$ cat src/rtl/csm_pkg.sv
`timescale 1ns / 1ps
// Shared constants, codes and types of the CSR sparse matrix-vector block.
package csm_pkg;

	localparam int unsigned MAX_N    = 1024;
	localparam int unsigned STORE_AW = (MAX_N > 1) ? $clog2(MAX_N) : 1;

	localparam int unsigned FUNC_W = 2;
	localparam int unsigned IDX_W  = 10;
	localparam int unsigned VAL_W  = 32;
	localparam int unsigned VLEN_W = 11;
	localparam int unsigned ACC_W  = 64;

	localparam int unsigned QDEPTH = 4;
	localparam int unsigned QPTR_W = $clog2(QDEPTH);
	localparam int unsigned QCNT_W = QPTR_W + 1;

	localparam int unsigned PADDR_W = 3;
	localparam logic        REG_VLEN = 1'b0;
	localparam logic [VLEN_W-1:0] VLEN_RESET = 11'd1024;

	typedef logic [FUNC_W-1:0] func_t;
	localparam func_t FUNC_LOAD  = 2'd0;
	localparam func_t FUNC_NZ    = 2'd1;
	localparam func_t FUNC_CLOSE = 2'd2;

	// one queued multiply-accumulate; a close is a zero product that ends the row
	typedef struct packed {
		logic signed [VAL_W-1:0] value;
		logic signed [VAL_W-1:0] vec;
		logic                    last;
	} qent_t;

endpackage

$ cat src/rtl/csm_back.sv
`timescale 1ns / 1ps
// Back end: multiply, saturating accumulate, round and emit row results.
module csm_back (
	input  logic                        clk,
	input  logic                        arst_n,
	input  logic                        q_valid,
	output logic                        q_ready,
	input  csm_pkg::qent_t              q_data,
	input  logic [csm_pkg::VLEN_W-1:0]  vector_length,
	output logic                        out_valid,
	input  logic                        out_ready,
	output logic [csm_pkg::VAL_W-1:0]   out_value,
	output logic [csm_pkg::IDX_W-1:0]   out_row,
	output logic                        out_last,
	output logic                        out_sat
);

	localparam logic signed [csm_pkg::ACC_W-1:0] ACC_MAX = 64'sh7FFF_FFFF_FFFF_FFFF;
	localparam logic signed [csm_pkg::ACC_W-1:0] ACC_MIN = 64'sh8000_0000_0000_0000;
	localparam logic signed [csm_pkg::ACC_W-1:0] OUT_HI  = 64'sh0000_7FFF_FFFF_8000;
	localparam logic signed [csm_pkg::ACC_W-1:0] OUT_LO  = 64'shFFFF_7FFF_FFFF_8000;
	localparam logic signed [csm_pkg::ACC_W-1:0] HALF    = 64'sh0000_0000_0000_8000;

	logic adv;

	logic                               s2_valid_q;
	logic signed [csm_pkg::ACC_W-1:0]   prod_s2;
	logic                               last_s2;
	logic signed [csm_pkg::ACC_W-1:0]   prod;

	logic signed [csm_pkg::ACC_W-1:0]   acc_q;
	logic                               acc_sat_q;
	logic signed [csm_pkg::ACC_W:0]     sum_w;
	logic signed [csm_pkg::ACC_W-1:0]   acc_nxt;
	logic                               ovf;

	logic                               e_valid_s3;
	logic signed [csm_pkg::ACC_W-1:0]   e_sum_s3;
	logic                               e_sat_s3;

	logic signed [csm_pkg::ACC_W-1:0]   rnd;
	logic [csm_pkg::VAL_W-1:0]          rv;
	logic                               rv_sat;

	logic                               out_valid_q;
	logic [csm_pkg::IDX_W-1:0]          row_cnt_q;
	logic [csm_pkg::VLEN_W-1:0]         row_inc;
	logic                               is_last;

	assign adv     = !out_valid_q || out_ready;
	assign q_ready = adv;

	assign prod = q_data.value * q_data.vec;

	always_ff @(posedge clk) begin
		if (adv && q_valid) begin
			prod_s2 <= prod;
			last_s2 <= q_data.last;
		end
	end

	assign sum_w   = {acc_q[csm_pkg::ACC_W-1], acc_q} + {prod_s2[csm_pkg::ACC_W-1], prod_s2};
	assign ovf     = sum_w[csm_pkg::ACC_W] != sum_w[csm_pkg::ACC_W-1];
	assign acc_nxt = ovf ? (prod_s2[csm_pkg::ACC_W-1] ? ACC_MIN : ACC_MAX)
	                     : sum_w[csm_pkg::ACC_W-1:0];

	always_ff @(posedge clk) begin
		if (adv && s2_valid_q && last_s2) begin
			e_sum_s3 <= acc_nxt;
			e_sat_s3 <= acc_sat_q || ovf;
		end
	end

	// output rounding: half up, then clamp to Q16.16
	always_comb begin
		rnd    = e_sum_s3 + HALF;
		rv     = rnd[csm_pkg::VAL_W+15:16];
		rv_sat = 1'b0;
		if (e_sum_s3 >= OUT_HI) begin
			rv     = 32'h7FFF_FFFF;
			rv_sat = 1'b1;
		end else if (e_sum_s3 < OUT_LO) begin
			rv     = 32'h8000_0000;
			rv_sat = 1'b1;
		end
	end

	assign row_inc = {1'b0, row_cnt_q} + 1'b1;
	assign is_last = row_inc == vector_length;

	always_ff @(posedge clk) begin
		if (adv && e_valid_s3) begin
			out_value <= rv;
			out_row   <= row_cnt_q;
			out_last  <= is_last;
			out_sat   <= e_sat_s3 || rv_sat;
		end
	end

	always_ff @(posedge clk or negedge arst_n) begin
		if (!arst_n) begin
			s2_valid_q  <= 1'b0;
			e_valid_s3  <= 1'b0;
			out_valid_q <= 1'b0;
			acc_q       <= '0;
			acc_sat_q   <= 1'b0;
			row_cnt_q   <= '0;
		end else if (adv) begin
			s2_valid_q  <= q_valid;
			e_valid_s3  <= s2_valid_q && last_s2;
			out_valid_q <= e_valid_s3;
			if (s2_valid_q) begin
				if (last_s2) begin
					acc_q     <= '0;
					acc_sat_q <= 1'b0;
				end else begin
					acc_q     <= acc_nxt;
					acc_sat_q <= acc_sat_q || ovf;
				end
			end
			if (e_valid_s3) begin
				row_cnt_q <= is_last ? '0 : row_inc[csm_pkg::IDX_W-1:0];
			end
		end
	end

	assign out_valid = out_valid_q;

	a_acc_clear: assert property (@(posedge clk) disable iff (!arst_n)
		adv && s2_valid_q && last_s2 |=> acc_q == '0 && !acc_sat_q)
		else $error("accumulator not cleared at end of row");

	a_row_wrap: assert property (@(posedge clk) disable iff (!arst_n)
		adv && e_valid_s3 && is_last |=> row_cnt_q == '0 && out_valid && out_last)
		else $error("row counter did not wrap after last row");

endmodule

$ cat config.mk
export PLATFORM = sky130hd
export DESIGN_NAME = csm_back
export DESIGN_NICKNAME = d
export VERILOG_FILES = /design/src/rtl/csm_pkg.sv /design/src/rtl/csm_back.sv
export SDC_FILE = /design/constraint.sdc
export NUM_CORES = 2
export LEC_CHECK = 0
export ABC_CLOCK_PERIOD_IN_PS = 4300
export BUFFER_PORTS_ARGS = -buffer_cell sky130_fd_sc_hd__buf_4
export CAP_MARGIN = 30
export CORE_AREA = 2 2 380 382
export CTS_BUF_LIST = sky130_fd_sc_hd__clkbuf_4
export DETAILED_ROUTE_END_ITERATION = 12
export DIE_AREA = 0 0 382 384
export GPL_ROUTABILITY_DRIVEN = 0
export HOLD_SLACK_MARGIN = 0.03
export PLACE_DENSITY_LB_ADDON = 0.25
export SYNTH_ARGS = -nofsm -noshare
export SYNTH_HDL_FRONTEND = slang
export SYNTH_SLANG_ARGS = --single-unit
$ cat constraint.sdc
create_clock -name clk -period 4.3 [get_ports clk]
set_input_delay 0.86 -clock clk [delete_from_list [all_inputs] [get_ports clk]]
set_output_delay 0.86 -clock clk [all_outputs]
set_load 0.01 [all_outputs]
=== Yosys cells after proc, flatten, opt, wreduce, memory -nomap -nowiden ===
Cells that the tools add are included.

* Input port bits: 80
* RAM bits: 0
* Memories kept: 0
* Register bits after elaboration: 252
* Memory bits (read-only): 0
* Bits in latches: 0

* Multiplexer cells: 8
* Reductions and logical operators: 11
* Equality and inequality tests: 2
* Bitwise operators: 0
* Add/subtract/negate cells: 3
* Multiply operators: 1
* Magnitude comparators: 2
* Shifts and indexed selects: 0
* Divide/modulo/power cells: 0

{| class="wikitable"
|+ Operator list
! kind !! number
|-
| $mux W64 || 3
|-
| $add A64 B64 Y65 || 1
|-
| $ge A64 B48 Y1 const B || 1
|-
| $lt A64 B49 Y1 const B || 1
|-
| $mul A32 B32 Y64 || 1
|-
| $add A48 B17 Y48 const B || 1
|-
| $mux W32 || 1
|-
| $add A10 B1 Y11 const B || 1
|-
| $eq A11 B11 Y1 || 1
|-
| $mux W10 || 1
|-
| $logic_and A1 B1 Y1 || 5
|-
| $reduce_and A2 Y1 || 2
|-
| $logic_or A1 B1 Y1 || 3
|-
| $mux W1 || 3
|-
| $logic_not A1 Y1 || 1
|-
| $ne A1 B1 Y1 || 1
|}

=== Depth between registers and ports, before layout ===
* Word-level depth: 4
* Depth in mapped cells: 28
* Depth with buffers taken out: 27

=== Worst setup path before layout ===
OpenSTA, ideal clock, no wires.

* Path type: input port to flip-flop
* Start: input q_data[3] (netlist name)
* End: register prod_s2[61] (netlist name) (data pin)
* Path buffers: 1
* Arrival: 8.199 ns
* Required time: 4.035 ns
* Cell stages on the path: 23
* Slack: -4.164 ns
* Path through: clkbuf_1 -> nand2_1 -> inv_1 -> fa_1 -> fa_1 -> fa_1 -> fa_1 -> inv_1 -> fa_1 -> inv_1 -> fa_1 -> fa_1 -> fa_1 -> ha_1 -> nand2_1 -> nor4_1 -> and4_1 -> a32oi_1 -> o211ai_1 -> a31oi_1 -> o31ai_1 -> a21oi_1 -> or3_1

* Cells in the longest elaborated chain, start to end: 1

{| class="wikitable"
|+ RTL lines
! item !! RTL line !! text
|-
| from (decl) || csm_back.sv:8 || <nowiki>input csm_pkg::qent_t q_data,</nowiki>
|-
| $mul A32 B32 Y64 || csm_back.sv:53 || <nowiki>assign prod = q_data.value * q_data.vec;</nowiki>
|-
| named net prod (one bit) || csm_back.sv:29 || <nowiki>logic signed [csm_pkg::ACC_W-1:0] prod;</nowiki>
|-
| to (signal assigned) || csm_back.sv:57 || <nowiki>prod_s2 <= prod;</nowiki>
|-
| to (decl) || csm_back.sv:27 || <nowiki>logic signed [csm_pkg::ACC_W-1:0] prod_s2;</nowiki>
|}

The timed path passes the listed nets, and every way through them passes these cells.
A chain may end at the register's enable or synchronous reset.

=== Worst setup path in the final report ===
* Start: input q_data[21] (netlist name)
* End: register prod_s2[61] (netlist name) (data pin)

The elaborated chain is that of the path after synthesis.

==> summary.txt <==
Outcome
  – Status: finished with violations
  – Failing checks: setup timing

Yosys
  – Sequential area share after synthesis: 0.136
  – Post-synth top cells: fa_1 (1083), inv_1 (1000), nand2_1 (662)
  – Share of the synthesized area in the top cell type: 0.437
  – Async set or reset register ratio after synthesis: 0.329
  – Post-synth EDFFs: 159
  – Synth cell types: 82
  – Top cell type by total area after synthesis: fa_1
  – Synth Instances: 5115
  – Area contributors post-synth: fa_1 (44%), edfxtp_1 (9.6%), inv_1 (7.6%)
  – Seq cells post-synth: 237
  – Avg Cell Area, Syn: 9.69 um2
  – Top FF cell, synth: edfxtp_1
  – YS warnings: 0
  – Syn Nets: 6528
  – Synth Cell Area: 49600 um2
  – Most common cell in the netlist: fa_1

Finish
  – Nets: 7039
  – Ratio of cells with drive above 1 in the final layout: 0.220
  – Fin util: 0.425
  – Area grow syn2layout: 22.3%

Timing
  – PnR worst setup slack: -3.04 ns
  – Final Skew: 0.0830 ns
  – WHS: 0.172 ns
  – Fin. max-slew vios: 0
  – Fin crit share: 1.71
  – Least-Margin Pin Slew: 0.902 ns
  – Slew Limit Headroom: 0.398
  – Final setup viols: 56
  – Count of final hold-check violations: 0
  – Unrepaired setup endpoints after global routing: true
  – FMAX: 0.136 GHz
  – Tmin final: 7.34 ns

Setup path
  – Crit Path Max Fanout: 21
  – WP data arrival: 7.79 ns
  – Most used cell, CP: fa_1
  – Critical path class: primary input to flip-flop
  – Worst path bufs/invs: 5
  – CP startpoint kind: primary input
  – Setup crit end kind: flip-flop
  – CP top delay family: adder cells
  – CP required: 4.74 ns
  – Crit path largest cell delay: 0.61 ns
  – Crit-path slowest cell: fa_2
  – Critical path, cell by cell: buf_8, buf_4, and2_1, fa_1, inv_1, fa_1, inv_1, fa_1, fa_2, fa_1, fa_1, fa_2, fa_1, ha_4, buf_6, nand3_4, nor4_4, and4_1, a32oi_1, o211ai_1, a31oi_2, o31ai_4, a21oi_1, or3_1

Detailed routing
  – Post-route ant nets: 0
  – Pre-antenna DRT Iters: 5
  – Vias/cell: 4.79
  – Drc violations: 0
  – Starting DRT DRC Count: 2084
  – WL/cell: 17.8 um
  – DR vias: 36.3k
  – Wirelength, routed: 135000 um

Die
  – Core area: 143000 um2
  – Die extent in y: 384 um
  – Chip width: 382 um
  – Initial Util: 0.347
  – Die Area: 147000 um2
  – # IOs: 126
  – Row count: 139

Clock tree
  – CTS Buf Count: 58
  – Cts hold-fix bufs: 0
  – Clk buf depth: 3
  – Clock-pin slew on the worst setup and hold paths: 0.06 ns
  – CTS tree: done
  – Clock Latency Late Sink: 0.75 ns
  – Root Buffer: clkbuf_4
  – TritonCTS Sinks: 237
  – # H-tree levels: 2

Placement
  – Worst slack, placed: -4.07 ns
  – HPWL Detailed: 112000 um
  – Port bufs: 125

Global routing
  – Vias in the first global route: 39.5k
  – Antenna violations before repair: 2
  – Largest net degree at the start of global routing: 66
  – Global-route wire length before repair: 218000 um
  – GRT overflow: 0
  – GRT Total Usage: 0.186

Hold path
  – HP Class: primary input to asynchronous set/reset pin

Flow run
  – Max_cap viols: 0
## placed cells by master, fill, tap and decap left out, types with 21 or more instances in the layout
master    instances
o211ai_2         61
and2_1          488
dfrtp_1          78
nor3_1           21
buf_6            86
inv_2            47
o21ai_1          22
nand4_1          39
fa_1           1015
ha_1            198
xor2_1           65
a21oi_1         117
clkbuf_4         82
nor2_1           75
buf_12           56
a21o_1           50
o21ai_0         121
nor2b_1          39
nand3_1          45
buf_4           535
nand2b_1         23
nand2_1         629
fa_2             68
buf_8            22
and2_4           32
inv_1           952
ha_4             48
edfxtp_1        159
a21oi_2          25
xnor2_1          93
## state kept, by name, indices dropped and copies added (netlist names)
signal and cells:
acc_q 64, s2_valid_q 1, out_value 32, out_last 1, e_valid_s3 1, out_sat 1
e_sum_s3 49, out_valid 1, prod_s2 64, acc_sat_q 1, out_row 10, e_sat_s3 1
row_cnt_q 10, last_s2 1
## cell families after synthesis
family | synth area share
mux | 0.000656
xor+xnor | 0.0316
buf+inv | 0.0975
simple gates | 0.153
fa+ha+maj | 0.500
flops | 0.136
compound gates | 0.0815
## worst register-to-register path, stage by stage (launching register included)
cell       delay (ns)
edfxtp_1         0.38
ha_1             0.25
fa_1             0.44
a211oi_1         0.37
o211ai_2         0.20
a21oi_2          0.27
o31ai_1          0.16
nand4_1          0.28
o2111ai_1        0.22
o2bb2ai_2        0.36
xor2_2           0.21
nand3_4          0.13
buf_12           0.37
o211ai_2         0.20
## per-stage QoR
stage                     cell area, um2  std cells  TNS [ns]
final                              60600       7580   -131.54
after global routing               60600       7580   -139.16
after CTS                          59800       7546   -123.84
after detailed placement           56500       7360   -182.88
after global placement             56500       7360   -181.72
after floorplan                    50600       5115   -146.13
## final timing paths
kind	from	endpoint	slack, ns	cells after the start
min reg2reg	e_valid_s3$_DFFE_PN0N_	out_valid$_DFFE_PN0N_	0.48	2
max in group asynchronous	arst_n	acc_q[47]$_DFFE_PN0P_	3.20	2
max reg2reg	prod_s2[0]$_DFFE_PP_	acc_q[19]$_DFFE_PN0P_	0.25	13
min in group clk	q_data[0]	last_s2$_DFFE_PP_	0.33	1
max	q_data[21]	prod_s2[61]$_DFFE_PP_	-3.04	24
min	arst_n	acc_q[4]$_DFFE_PN0P_	0.17	1
## layer usage
| metal | vias to the layer above | part of all wire | track usage |
|---|---|---|---|
| met5 | - | 0 | 0 |
| met4 | 0 | 0.014 | 0.0314 |
| met3 | 104 | 0.045 | 0.0180 |
| met2 | 800 | 0.46 | 0.299 |
| met1 | 18700 | 0.48 | 0.275 |
| li1 | 16700 | - | - |
## what timing repair did
item	CTS	global route
buffers inserted	69	36
endpoints found under the setup margin	56	126
gates resized for setup	407	124
gates cloned	13	4
pin swaps	190	90
endpoints found under the hold margin	0	0
## final cells by class
class	count	area, um2
inverters	1000	3760
multi-input cells	3604	39800
diodes	1	2.50
well taps	1903	2380
repair buffers	725	7170
clock buffers	82	616
flip-flops and latches	237	6730
clock inverters	28	175
fillers	13800	82200
Power is not shown: default switching activity piles up to over one toggle a cycle in this logic, so the estimate is an artifact.
