$ cat src/rtl/csm_pkg.sv
`timescale 1ns / 1ps
// Shared constants, codes and types of the CSR sparse matrix-vector block.
package csm_pkg;

	localparam int unsigned MAX_N    = 1024;
	localparam int unsigned STORE_AW = (MAX_N > 1) ? $clog2(MAX_N) : 1;

	localparam int unsigned FUNC_W = 2;
	localparam int unsigned IDX_W  = 10;
	localparam int unsigned VAL_W  = 32;
	localparam int unsigned VLEN_W = 11;
	localparam int unsigned ACC_W  = 64;

	localparam int unsigned QDEPTH = 4;
	localparam int unsigned QPTR_W = $clog2(QDEPTH);
	localparam int unsigned QCNT_W = QPTR_W + 1;

	localparam int unsigned PADDR_W = 3;
	localparam logic        REG_VLEN = 1'b0;
	localparam logic [VLEN_W-1:0] VLEN_RESET = 11'd1024;

	typedef logic [FUNC_W-1:0] func_t;
	localparam func_t FUNC_LOAD  = 2'd0;
	localparam func_t FUNC_NZ    = 2'd1;
	localparam func_t FUNC_CLOSE = 2'd2;

	// one queued multiply-accumulate; a close is a zero product that ends the row
	typedef struct packed {
		logic signed [VAL_W-1:0] value;
		logic signed [VAL_W-1:0] vec;
		logic                    last;
	} qent_t;

endpackage

$ cat src/rtl/csm_queue.sv
`timescale 1ns / 1ps
// Short register queue between front and back end.
module csm_queue (
	input  logic           clk,
	input  logic           arst_n,
	input  logic           push_valid,
	output logic           push_ready,
	input  csm_pkg::qent_t push_data,
	output logic           pop_valid,
	input  logic           pop_ready,
	output csm_pkg::qent_t pop_data
);

	csm_pkg::qent_t entry_q [csm_pkg::QDEPTH];

	logic [csm_pkg::QPTR_W-1:0] wr_ptr_q;
	logic [csm_pkg::QPTR_W-1:0] rd_ptr_q;
	logic [csm_pkg::QCNT_W-1:0] cnt_q;
	logic                       push;
	logic                       pop;

	assign push_ready = cnt_q != csm_pkg::QCNT_W'(csm_pkg::QDEPTH);
	assign pop_valid  = cnt_q != '0;
	assign push       = push_valid && push_ready;
	assign pop        = pop_valid && pop_ready;
	assign pop_data   = entry_q[rd_ptr_q];

	always_ff @(posedge clk) begin
		if (push) begin
			entry_q[wr_ptr_q] <= push_data;
		end
	end

	always_ff @(posedge clk or negedge arst_n) begin
		if (!arst_n) begin
			wr_ptr_q <= '0;
			rd_ptr_q <= '0;
			cnt_q    <= '0;
		end else begin
			if (push) begin
				wr_ptr_q <= wr_ptr_q + 1'b1;
			end
			if (pop) begin
				rd_ptr_q <= rd_ptr_q + 1'b1;
			end
			case ({push, pop})
				2'b10:   cnt_q <= cnt_q + 1'b1;
				2'b01:   cnt_q <= cnt_q - 1'b1;
				default: cnt_q <= cnt_q;
			endcase
		end
	end

	a_cnt_bound: assert property (@(posedge clk) disable iff (!arst_n)
		cnt_q <= csm_pkg::QCNT_W'(csm_pkg::QDEPTH))
		else $error("queue count beyond depth");

	a_cnt_push: assert property (@(posedge clk) disable iff (!arst_n)
		push && !pop |=> cnt_q == $past(cnt_q) + 1'b1)
		else $error("queue count lost a push");

endmodule

$ cat config.mk
export PLATFORM = sky130hd
export DESIGN_NAME = csm_queue
export DESIGN_NICKNAME = d
export VERILOG_FILES = /design/src/rtl/csm_pkg.sv /design/src/rtl/csm_queue.sv
export SDC_FILE = /design/constraint.sdc
export NUM_CORES = 1
export LEC_CHECK = 0
export ABC_AREA = 1
export BUFFER_PORTS_ARGS = -buffer_cell sky130_fd_sc_hd__buf_2
export CORE_MARGIN = 2
export CORE_UTILIZATION = 62
export DETAILED_ROUTE_END_ITERATION = 8
export HOLD_SLACK_MARGIN = 0.15
export PLACE_DENSITY = 0.95
export SYNTH_ARGS = -nofsm -noshare
export SYNTH_HDL_FRONTEND = slang
export SYNTH_SLANG_ARGS = --single-unit
$ cat constraint.sdc
create_clock -name clk -period 5.8 [get_ports clk]
set_input_delay 0.29 -clock clk [delete_from_list [all_inputs] [get_ports clk]]
set_output_delay 0.29 -clock clk [all_outputs]
set_load 0.02 [all_outputs]
* Yosys cells after proc, flatten, opt, wreduce, memory -nomap -nowiden
Memory sizes are Yosys's and may differ from the RTL's.
Cells that the tools add are included.
** Word-level totals
- Output and inout bits :: 67
- Memories kept :: 1
- RAM bits :: 260
- Bits in read-only memories :: 0
- Input bits :: 69
- Register bits after elaboration :: 7
- Latch bits :: 0
- Word-level logic and storage cells :: 18
** Operators by class
- Shift operators :: 0
- Div/mod/pow operators :: 0
- Bitwise gates (word level) :: 0
- Add/subtract/negate cells :: 4
- $lt $le $gt $ge :: 0
- Reduce and logical (&&, ||, !) cells :: 4
- Mux-type cells :: 3
- Multiply operators :: 0
- Eq/ne operators :: 3
** Memories
- entry_q :: depth 4, width 65, rd ports 1, clocked after memory_dff 0, wr ports 1, RTL line csm_queue.sv:14 : csm_pkg::qent_t entry_q [csm_pkg::QDEPTH];
** Operator list (count)
- 3-bit one-hot mux with 2 select lines :: 1
- 2-bit by 1-bit adder with 2-bit output, second input constant :: 2
- 3-bit by 1-bit adder with 3-bit output, second input constant :: 1
- 3-bit != test, second input constant :: 1
- 3-bit nonzero test :: 1
- 3-bit by 1-bit subtractor with 3-bit output, second input constant :: 1
- 2-bit by 1-bit equality test with 1-bit output, second input constant :: 1
- 2-bit equality test, second input constant :: 1
- 1-bit logical AND :: 2
- 1-bit two-way mux :: 2
- 2-bit nonzero test :: 1

* Depth between registers and ports, before layout
Gate-level depths: netlist (run 1).
- Depth after elaboration :: 4
- Depth in mapped cells :: 12
- Gate-level depth less buffers :: 12

* Least setup slack after synthesis (run 1)
Ideal clock, no wire load.
- Path kind :: register to register
- Start point :: register cnt_q[0] (netlist name)
- End point :: memory entry_q[0][0] (netlist name), enable pin
- Buffers on the path :: 0
- Setup time :: 0.489 ns
- Arrival :: 3.628 ns
- Required time :: 5.311 ns
- Stages on the path, launching flop included :: 5
- Setup slack :: 1.683 ns
- Period minus slack after synthesis :: 4.117 ns
- Cells stage by stage :: dfrtp_1 -> inv_1 -> nand3_1 -> nand2_1 -> nor2_1
** Between the ends
- Longest elaborated chain between the ends :: 4
** Ends and longest elaborated chain
- start: declaration :: RTL line csm_queue.sv:18 : logic [csm_pkg::QCNT_W-1:0] cnt_q;
- start signal: assignment :: RTL line csm_queue.sv:47 : 2'b10: cnt_q <= cnt_q + 1'b1;
- start signal: assignment :: RTL line csm_queue.sv:48 : 2'b01: cnt_q <= cnt_q - 1'b1;
- start signal: assignment :: RTL line csm_queue.sv:49 : default: cnt_q <= cnt_q;
- 3-bit != test :: RTL line csm_queue.sv:22 : assign push_ready = cnt_q != csm_pkg::QCNT_W'(csm_pkg::QDEPTH);
- net push_ready :: RTL line csm_queue.sv:7 : output logic push_ready,
- 1-bit logical AND :: RTL line csm_queue.sv:24 : assign push = push_valid && push_ready;
- 1-bit two-way mux :: RTL line csm_queue.sv:29 : if (push) begin
- 1-bit two-way mux (not written as such) :: RTL line csm_queue.sv:30 : entry_q[wr_ptr_q] <= push_data;
- end: declaration :: RTL line csm_queue.sv:14
The timed path passes the listed nets, and every way through them passes these cells.

==> flow_summary_export.csv, run 1 <==
group,metric,value,unit
detailed_routing,post_drt_via_cell_ratio,5.57,
sta,rsz0062_at_grt,"false",
placed_design,portBuffers,135,
clocking,cts_buffers,26,
logic_synthesis,yosys_register_bits,267,
clocking,cts_root_buf,"clkbuf_16",
critical_path,critPathTopFamily,"buffers and inverters",
sta,clock_skew,7.66,ps
logic_synthesis,synth_fp_nets,893,
detailed_routing,ant_nets,0,
logic_synthesis,synth.avg_cell_area,13.0,um2
logic_synthesis,synthCells,818,
grt,overflow,0,
status,outcome,"completed",
logic_synthesis,synth.cell_area,10700,um2
clocking,cts_tree,"yes",
die,start_util,63.9,%
clocking,htreeDepth,1,
detailed_routing,first_pass_iters,5,
placed_design,gp_congestion,0.770,
grt,grt_max_degree,122,
clocking,cts_buffer_depth,3,
grt,antenna_found_initial,0,
sta,fin_crit_sh,55.7,%
grt,grt_pass1_vias,6925,
layout,final_common_cell,"edfxtp_1",
layout,area_growth,22.1,%
detailed_routing,post_drt_wl_per_cell,18.6,um
clocking,clock-sinks,267,
layout,final_cell_area,13000,um2
sta,slew_headroom,32.1,%
sta,finalMaxSlewViolations,0,
detailed_routing,drtIter0Drc,561,
sta,worstMarginPinSlew,1020,ps
run,cap_violations,0,
critical_path,worstPathRequired,5510,ps
die,die_h,135,um
layout,nNetsFinal,1090,
clocking,post_cts_resized,0,
critical_path,critPathBufInv,3,
critical_path,start_kind,"register",
die,chipWidth,135,um
die,num_rows,47,
detailed_routing,vias,6976,
critical_path,cp_cell_sequence,"inv_6 -> buf_4 -> nand2_1 -> o211ai_1 -> nand2_1 -> buf_2",
logic_synthesis,ys_types,19,
sta,setup_viol_count_final,0,
critical_path,crit_type,"register to primary output",
critical_path,slowest_stage,"buf_4",
worst_hold_path,min_path_type,"register to register",
detailed_routing,drc,0,
die,core,16700,um2
grt,grt.total_usage,25.8,%
sta,max_freq,310,MHz
clocking,clk_pin_slew_worst_paths,60,ps
layout,layout_common_cells,"edfxtp_1 (260), nand2_1 (213), inv_1 (143)",
detailed_routing,routed_wl,23300,um
critical_path,crit_fanout,121,
power,power_leakage,5.31,nW
critical_path,max_stage_delay,720,ps
layout,diodes,0,
clocking,worstSkewPairLatency,520,ps
critical_path,cpMostUsedCell,"nand2_1",
grt,grt_pass1_wl,35900,um
critical_path,crit_path_end_kind,"primary output",
power,vdd_drop_max,397,uV
die,dieArea,18300,um2
layout,drive_gt1_share,17.8,%
power,report.power.total,6.72,mW
sta,fin_crit,3230,ps
sta,finalSetupTns,0,ps
critical_path,arrival,2940,ps
sta,hold_violations,0,
logic_synthesis,yosys_warnings,0,
placed_design,dpl-instance-area,11500,um2
logic_synthesis,ys_seq_area_share,74.8,%
die,io_pins,136,
placed_design,dp_hpwl,11700,um
power,p_per_area,516,nW/um2
-- registers in the layout, indices dropped and copies added (netlist names) --
name and cells:
wr_ptr_q 2, entry_q 260, cnt_q 3, rd_ptr_q 2
-- metrics by stage --
stage          cells  utilization [%]  setup WS, ps  hold slack, ps
2_1_floorplan    818                -          1680           -5.59
3_3_place_gp    1138             68.9          3080             127
3_5_place_dp    1138             68.9          2980             131
4_1_cts         1253             78.0          2620             502
5_1_grt         1253             78.0          2380             523
6_report        1253             78.0          2570             519
-- cell families (layout without fill, tap and decap cells) --
| group | after synthesis | count (layout) | synth area share [%] |
|---|---|---|---|
| adder cells (fa/ha/maj) | 6 | 6 | 0.774 |
| XOR/XNOR | 1 | 1 | 0.0821 |
| flip-flops | 267 | 267 | 74.8 |
| AO/OA/AOI/OAI | 131 | 131 | 9.19 |
| AND/OR/NAND/NOR | 225 | 225 | 8.02 |
| buffers and inverters | 188 | 403 | 7.14 |
-- cell type report --
class	instances	area (um2)
clock buffer	33	698
clock inverter	13	135
fill	921	3670
inverter	145	549
multi-input combinational	363	1960
sequential	267	7980
tap	220	275
timing repair buffer	212	1430
-- power by group --
part,switching [mW],total [mW],internal [mW]
registers,0.110,2.65,2.54
clock network,0.676,1.65,0.978
logic,1.73,2.41,0.680
-- worst reg2reg max path: stages, from the launching register on --
cell	delay, ps
dfrtp_1	370
inv_1	110
nand3_1	180
nand2_1	350
nor2_4	890
buf_4	600
-- cells in the mapped netlist (all sizes together) --
| library cell | instances | area, um2 |
|---|---|---|
| fa | 1 | 20.0 |
| nand2 | 213 | 800 |
| xnor2 | 1 | 8.76 |
| o211ai | 130 | 976 |
| ha | 5 | 62.6 |
| inv | 145 | 544 |
| edfxtp | 260 | 7810 |
| nand4 | 1 | 6.26 |
| nand3 | 7 | 35.0 |
| dfrtp | 7 | 175 |
| o21ai | 1 | 5.00 |
| clkbuf | 7 | 27.5 |
| nor2 | 4 | 15.0 |
| buf | 36 | 190 |
-- per-layer routing --
layer / share of wire [%] / routed length [um] / track usage [%]
met4: 2.4 / 570 / 7.35
met3: 7.7 / 1800 / 4.49
met1: 37 / 8650 / 31.1
met5: 0 / 0 / 0
met2: 53 / 12300 / 47.9
-- repair_timing --
action | 4_1_cts | 5_1_grt
buffers inserted | 0 | 0
hold endpoints to repair | 271 | 0
hold buffers | 69 | 0
-- path summary, 6_finish.rpt --
check / slack (ps) / from / endpoint / cells past startpoint
max: 2570 / rd_ptr_q[0] / pop_data[47] / 6
min: 520 / cnt_q[1] / cnt_q[1] / 2
max reg2reg: 2900 / cnt_q[0] / entry_q[1][18] / 5
min reg2reg: 520 / cnt_q[1] / cnt_q[1] / 2
max in group asynchronous: 4760 / arst_n / rd_ptr_q[1] / 3
min in group asynchronous: 760 / arst_n / wr_ptr_q[1] / 3
Note: power is estimated with default switching activity, not from simulation.
==> run 2, diff against run 1 <==
--- a/config.mk
+++ b/config.mk
@@ -8,10 +8,10 @@
 export ABC_AREA = 1
 export BUFFER_PORTS_ARGS = -buffer_cell sky130_fd_sc_hd__buf_2
 export CORE_MARGIN = 2
-export CORE_UTILIZATION = 62
+export CORE_UTILIZATION = 52
 export DETAILED_ROUTE_END_ITERATION = 8
 export HOLD_SLACK_MARGIN = 0.15
-export PLACE_DENSITY = 0.95
+export PLACE_DENSITY = 0.88
 export SYNTH_ARGS = -nofsm -noshare
 export SYNTH_HDL_FRONTEND = slang
 export SYNTH_SLANG_ARGS = --single-unit
==> constraint.sdc (replaced) <==
create_clock -name clk -period 2.7 [get_ports clk]
set_input_delay 0.135 -clock clk [delete_from_list [all_inputs] [get_ports clk]]
set_output_delay 0.135 -clock clk [all_outputs]
set_load 0.02 [all_outputs]
==> flow_summary_export.csv, run 2 (synthesis gave the netlist of run 1 again) <==
group,metric,value,unit
grt,grt_max_degree,68,
grt,grt_pass1_vias,6801,
clocking,clock-sinks,267,
critical_path,crit_fanout,67,
grt,use_met2,36.5,%
layout,area_growth,24.4,%
critical_path,worstPathRequired,2570,ps
clocking,cts_buffer_depth,3,
die,die_h,147,um
sta,finalMaxSlewViolations,0,
sta,finalSetupTns,0,ps
grt,met3_usage,3.39,%
critical_path,r2r_start,"cnt_q[0]",
placed_design,portBuffers,135,
power,power_leakage,5.40,nW
worst_hold_path,min_path_type,"input pin to register",
layout,register_area,7980,um2
die,chipWidth,147,um
clocking,cts_tree,"yes",
critical_path,start_kind,"register",
layout,regMostFlops,"entry_q",
sta,slew_headroom,43.8,%
sta,worstMarginPinSlew,843,ps
placed_design,dp_hpwl,11400,um
clocking,cts_buffers,27,
layout,nFillCells,1368,
grt,antenna_found_initial,1,
run,cap_violations,0,
sta,hold_violations,0,
detailed_routing,post_drt_via_cell_ratio,5.11,
power,p_per_area,1100,nW/um2
sta,setup_viol_count_final,0,
layout,drive_gt1_share,19.3,%
clocking,clk_pin_slew_worst_paths,60,ps
die,core,20200,um2
grt,grt.total_usage,19.3,%
die,start_util,52.9,%
clocking,cts_root_buf,"clkbuf_16",
clocking,post_cts_resized,0,
critical_path,crit_path_end_kind,"primary output",
critical_path,arrival,2260,ps
clocking,htreeDepth,1,
layout,nNetsFinal,1097,
detailed_routing,drtIter0Drc,324,
die,dieArea,21700,um2
grt,met1_usage,22.5,%
critical_path,rr_worst_depth,10,
placed_design,gp_congestion,0.692,
sta,hold_slack,372,ps
sta,rsz0062_at_grt,"false",
detailed_routing,post_drt_wl_per_cell,15.9,um
worst_hold_path,whs_endpoint,"entry_q[2][55]",
layout,largest_register_ffs,260,
grt,grt_busiest_layer,"met2",
detailed_routing,drc,0,
worst_hold_path,hold_depth,2,
grt,grt_pass1_wl,33100,um
layout,final_common_cell,"edfxtp_1",
sta,clock_skew,4.15,ps
critical_path,r2r-end,"cnt_q[2]",
sta,fin_crit_sh,88.6,%
critical_path,reg2reg_slack,520,ps
detailed_routing,vias,6703,
grt,overflow,0,
power,vdd_drop_max,597,uV
sta,fin_crit,2390,ps
critical_path,crit_type,"register to primary output",
sta,max_freq,418,MHz
status,outcome,"completed",
detailed_routing,ant_nets,0,
layout,layout_common_cells,"edfxtp_1 (260), nand2_1 (213), inv_1 (143)",
detailed_routing,first_pass_iters,5,
clocking,worstSkewPairLatency,520,ps
worst_hold_path,holdCritStartpoint,"push_data[55]",
die,io_pins,136,
layout,reg_top3,"entry_q x260, cnt_q x3",
detailed_routing,routed_wl,20900,um
layout,multi_input_area,1960,um2
die,num_rows,52,
[run 2: cell type report]
cell class | count | share of cell area, %
clock inverters | 20 | 1.65
repair buffers | 218 | 11.6
multi-input cells | 363 | 14.7
flip-flops and latches | 267 | 60.1
clock buffers | 29 | 5.14
well taps | 270 | 2.54
inverters | 145 | 4.14
diodes | 1 | 0.0188
[run 2: repair_timing]
action	CTS	global route
buffers inserted	0	0
hold endpoints to repair	271	0
hold buffers	69	0
[run 2: through the flow]
| step | area, um2 | setup slack (ps) | utilization, % | std cells | total power, mW |
|---|---|---|---|---|---|
| 2_1_floorplan | 10700 | -376 | - | 818 | 9.23 |
| 3_3_place_gp | 11700 | 629 | 57.9 | 1194 | 10.7 |
| 3_5_place_dp | 11700 | 532 | 57.9 | 1194 | 10.9 |
| 4_1_cts | 13300 | 361 | 65.8 | 1312 | 14.7 |
| 5_1_grt | 13300 | 185 | 65.8 | 1312 | 15.4 |
| 6_report | 13300 | 308 | 65.8 | 1313 | 14.6 |
[run 2: critical path, cell delays in order, from the launching register on]
cell and delay, ps:
dfrtp_1 440, inv_6 380, buf_4 350, nand2_1 120, o211ai_1 160, nand2_1 100
buf_2 170
[run 2: per-layer routing]
metal	part of all wire [%]	wire length [um]	vias to the layer above
met3	5.2	1090	40
met4	2.1	438	0
li1	-	-	3271
met2	54	11200	200
met5	0	0	-
met1	39	8180	3192
[run 2: how the worst max path moves through the flow]
stage | start | to | slack (ps) | cells past startpoint
2_1_floorplan | cnt_q[0] | entry_q[0][0] | -380 | 4
6_report | rd_ptr_q[0] | pop_data[55] | 310 | 6
4_1_cts | rd_ptr_q[0] | pop_data[57] | 360 | 6
5_1_grt | rd_ptr_q[0] | pop_data[55] | 190 | 6
3_5_place_dp | cnt_q[0] | cnt_q[2] | 530 | 10
3_3_place_gp | cnt_q[0] | cnt_q[2] | 630 | 10
[run 2: power by group]
part           internal (mW)  total (mW)  switching [mW]
sequential              5.45        5.66           0.205
combinational           1.60        5.22            3.62
clock                   2.22        3.70            1.48
total                   9.27        14.6            5.31
==> run 3, diff against run 2 <==
--- a/config.mk
+++ b/config.mk
@@ -8,10 +8,10 @@
 export ABC_AREA = 1
 export BUFFER_PORTS_ARGS = -buffer_cell sky130_fd_sc_hd__buf_2
 export CORE_MARGIN = 2
-export CORE_UTILIZATION = 52
+export CORE_UTILIZATION = 50
 export DETAILED_ROUTE_END_ITERATION = 8
 export HOLD_SLACK_MARGIN = 0.15
-export PLACE_DENSITY = 0.88
+export PLACE_DENSITY = 0.85
 export SYNTH_ARGS = -nofsm -noshare
 export SYNTH_HDL_FRONTEND = slang
 export SYNTH_SLANG_ARGS = --single-unit
==> flow_summary_export.csv, run 3 (synthesis gave the netlist of run 1 again) <==
group,metric,value,unit
grt,grt_pass1_wl,34200,um
power,power_leakage,5.34,nW
clocking,worstSkewPairLatency,530,ps
sta,slew_headroom,43.5,%
sta,finalMaxSlewViolations,0,
die,io_pins,136,
clocking,clock-sinks,267,
detailed_routing,routed_wl,22100,um
placed_design,gp_congestion,0.734,
worst_hold_path,min_path_type,"input pin to register",
layout,largest_register_ffs,260,
grt,overflow,0,
layout,final_cell_area,13100,um2
clocking,post_cts_resized,0,
grt,grt_max_degree,84,
sta,clock_skew,13.4,ps
detailed_routing,vias,6758,
clocking,postCtsSetupRepairBufs,0,
detailed_routing,drtIter0Drc,335,
placed_design,dpl-instance-area,11700,um2
die,die_h,150,um
critical_path,crit_path_end_kind,"primary output",
sta,hold_violations,0,
grt,met1_usage,23.9,%
detailed_routing,post_drt_via_cell_ratio,5.14,
clocking,clk_pin_slew_worst_paths,60,ps
layout,final_common_cell,"edfxtp_1",
detailed_routing,post_drt_wl_per_cell,16.8,um
detailed_routing,ant_nets,0,
layout,reg_top3,"entry_q x260, cnt_q x3",
power,p_per_area,1080,nW/um2
clocking,cts_tree,"yes",
power,vdd_drop_max,843,uV
die,chipWidth,150,um
placed_design,portBuffers,135,
critical_path,arrival,2270,ps
die,start_util,50.9,%
sta,rsz0062_at_grt,"false",
grt,grt.total_usage,19.6,%
power,report.power.total,14.2,mW
layout,diodes,0,
detailed_routing,drc,0,
critical_path,crit_type,"register to primary output",
grt,met3_usage,2.97,%
sta,fin_crit,2400,ps
critical_path,crit_fanout,83,
clocking,cts_buffer_depth,3,
grt,grt_pass1_vias,6828,
sta,max_freq,416,MHz
clocking,cts_root_buf,"clkbuf_16",
grt,use_met2,35.1,%
sta,fin_crit_sh,89.0,%
status,outcome,"completed",
sta,setup_viol_count_final,0,
layout,nNetsFinal,1098,
critical_path,worstPathRequired,2570,ps
critical_path,start_kind,"register",
layout,drive_gt1_share,18.4,%
die,core,21000,um2
clocking,cts_buffers,27,
grt,grt_busiest_layer,"met2",
detailed_routing,first_pass_iters,5,
placed_design,dp_hpwl,12400,um
layout,regMostFlops,"entry_q",
run,cap_violations,0,
grt,antenna_found_initial,0,
sta,worstMarginPinSlew,848,ps
die,dieArea,22500,um2
die,num_rows,53,
clocking,htreeDepth,1,
layout,layout_common_cells,"edfxtp_1 (260), nand2_1 (213), inv_1 (143)",
layout,area_growth,23.0,%
[run 3: cell count changes in the layout (fill, tap and decap cells not counted), sizes merged, moves of 2 or more]
cell,change
clkinvlp,-3
bufinv,-4
clkbuf,+4
inv,+2
[run 3: worst max-delay path, stage by stage, from the launching register on]
cell	delay (ps)
dfrtp_1	430
inv_6	450
buf_12	310
nand2_1	110
o211ai_1	120
nand2_1	110
buf_2	170
[run 3: area by class of cell]
type                            instances  area, um2
Clock buffer                           33        698
Clock inverter                         14       72.6
Fill cell                            1497       7830
Inverter                              145        549
Multi-Input combinational cell        363       1960
Sequential cell                       267       7980
Tap cell                              275        344
Timing Repair Buffer                  219       1520
[run 3: per-layer routing]
| layer | wire length (um) | vias up | share of wire [%] |
|---|---|---|---|
| li1 | - | 3255 | - |
| met1 | 8530 | 3209 | 39 |
| met2 | 11400 | 233 | 52 |
| met3 | 1360 | 61 | 6.2 |
| met4 | 754 | 0 | 3.4 |
| met5 | 0 | - | 0 |
[run 3: power by group]
group | internal [mW] | switching, mW
combinational | 1.55 | 3.67
sequential | 5.46 | 0.207
clock | 1.83 | 1.45
[run 3: through the flow]
step,instances,setup TNS [ps],setup slack (ps),hold slack [ps],util (%)
CTS,1316,0,302,338,62.6
global placement,1200,0,645,-22.6,55.6
floorplan,818,-97720,-376,-161,-
detailed placement,1200,0,539,-18.7,55.6
finish,1316,0,296,360,62.6
global route,1316,0,150,350,62.6
[run 3: final timing paths]
| kind | start | to | slack (ps) | depth (start not counted) |
|---|---|---|---|---|
| hold / removal | push_data[50] | entry_q[2][50] | 360 | 2 |
| setup / recovery | rd_ptr_q[0] | pop_data[24] | 300 | 6 |
| hold reg to reg | cnt_q[1] | cnt_q[1] | 490 | 2 |
| max in group asynchronous | arst_n | rd_ptr_q[1] | 1850 | 3 |
| setup reg to reg | cnt_q[0] | cnt_q[2] | 500 | 10 |
| min in group asynchronous | arst_n | cnt_q[2] | 580 | 3 |
[run 3: what timing repair did]
item / CTS / global route
hold buffers: 69 / 0
endpoints found under the hold margin: 272 / 0
setup endpoints to repair: 0 / 0
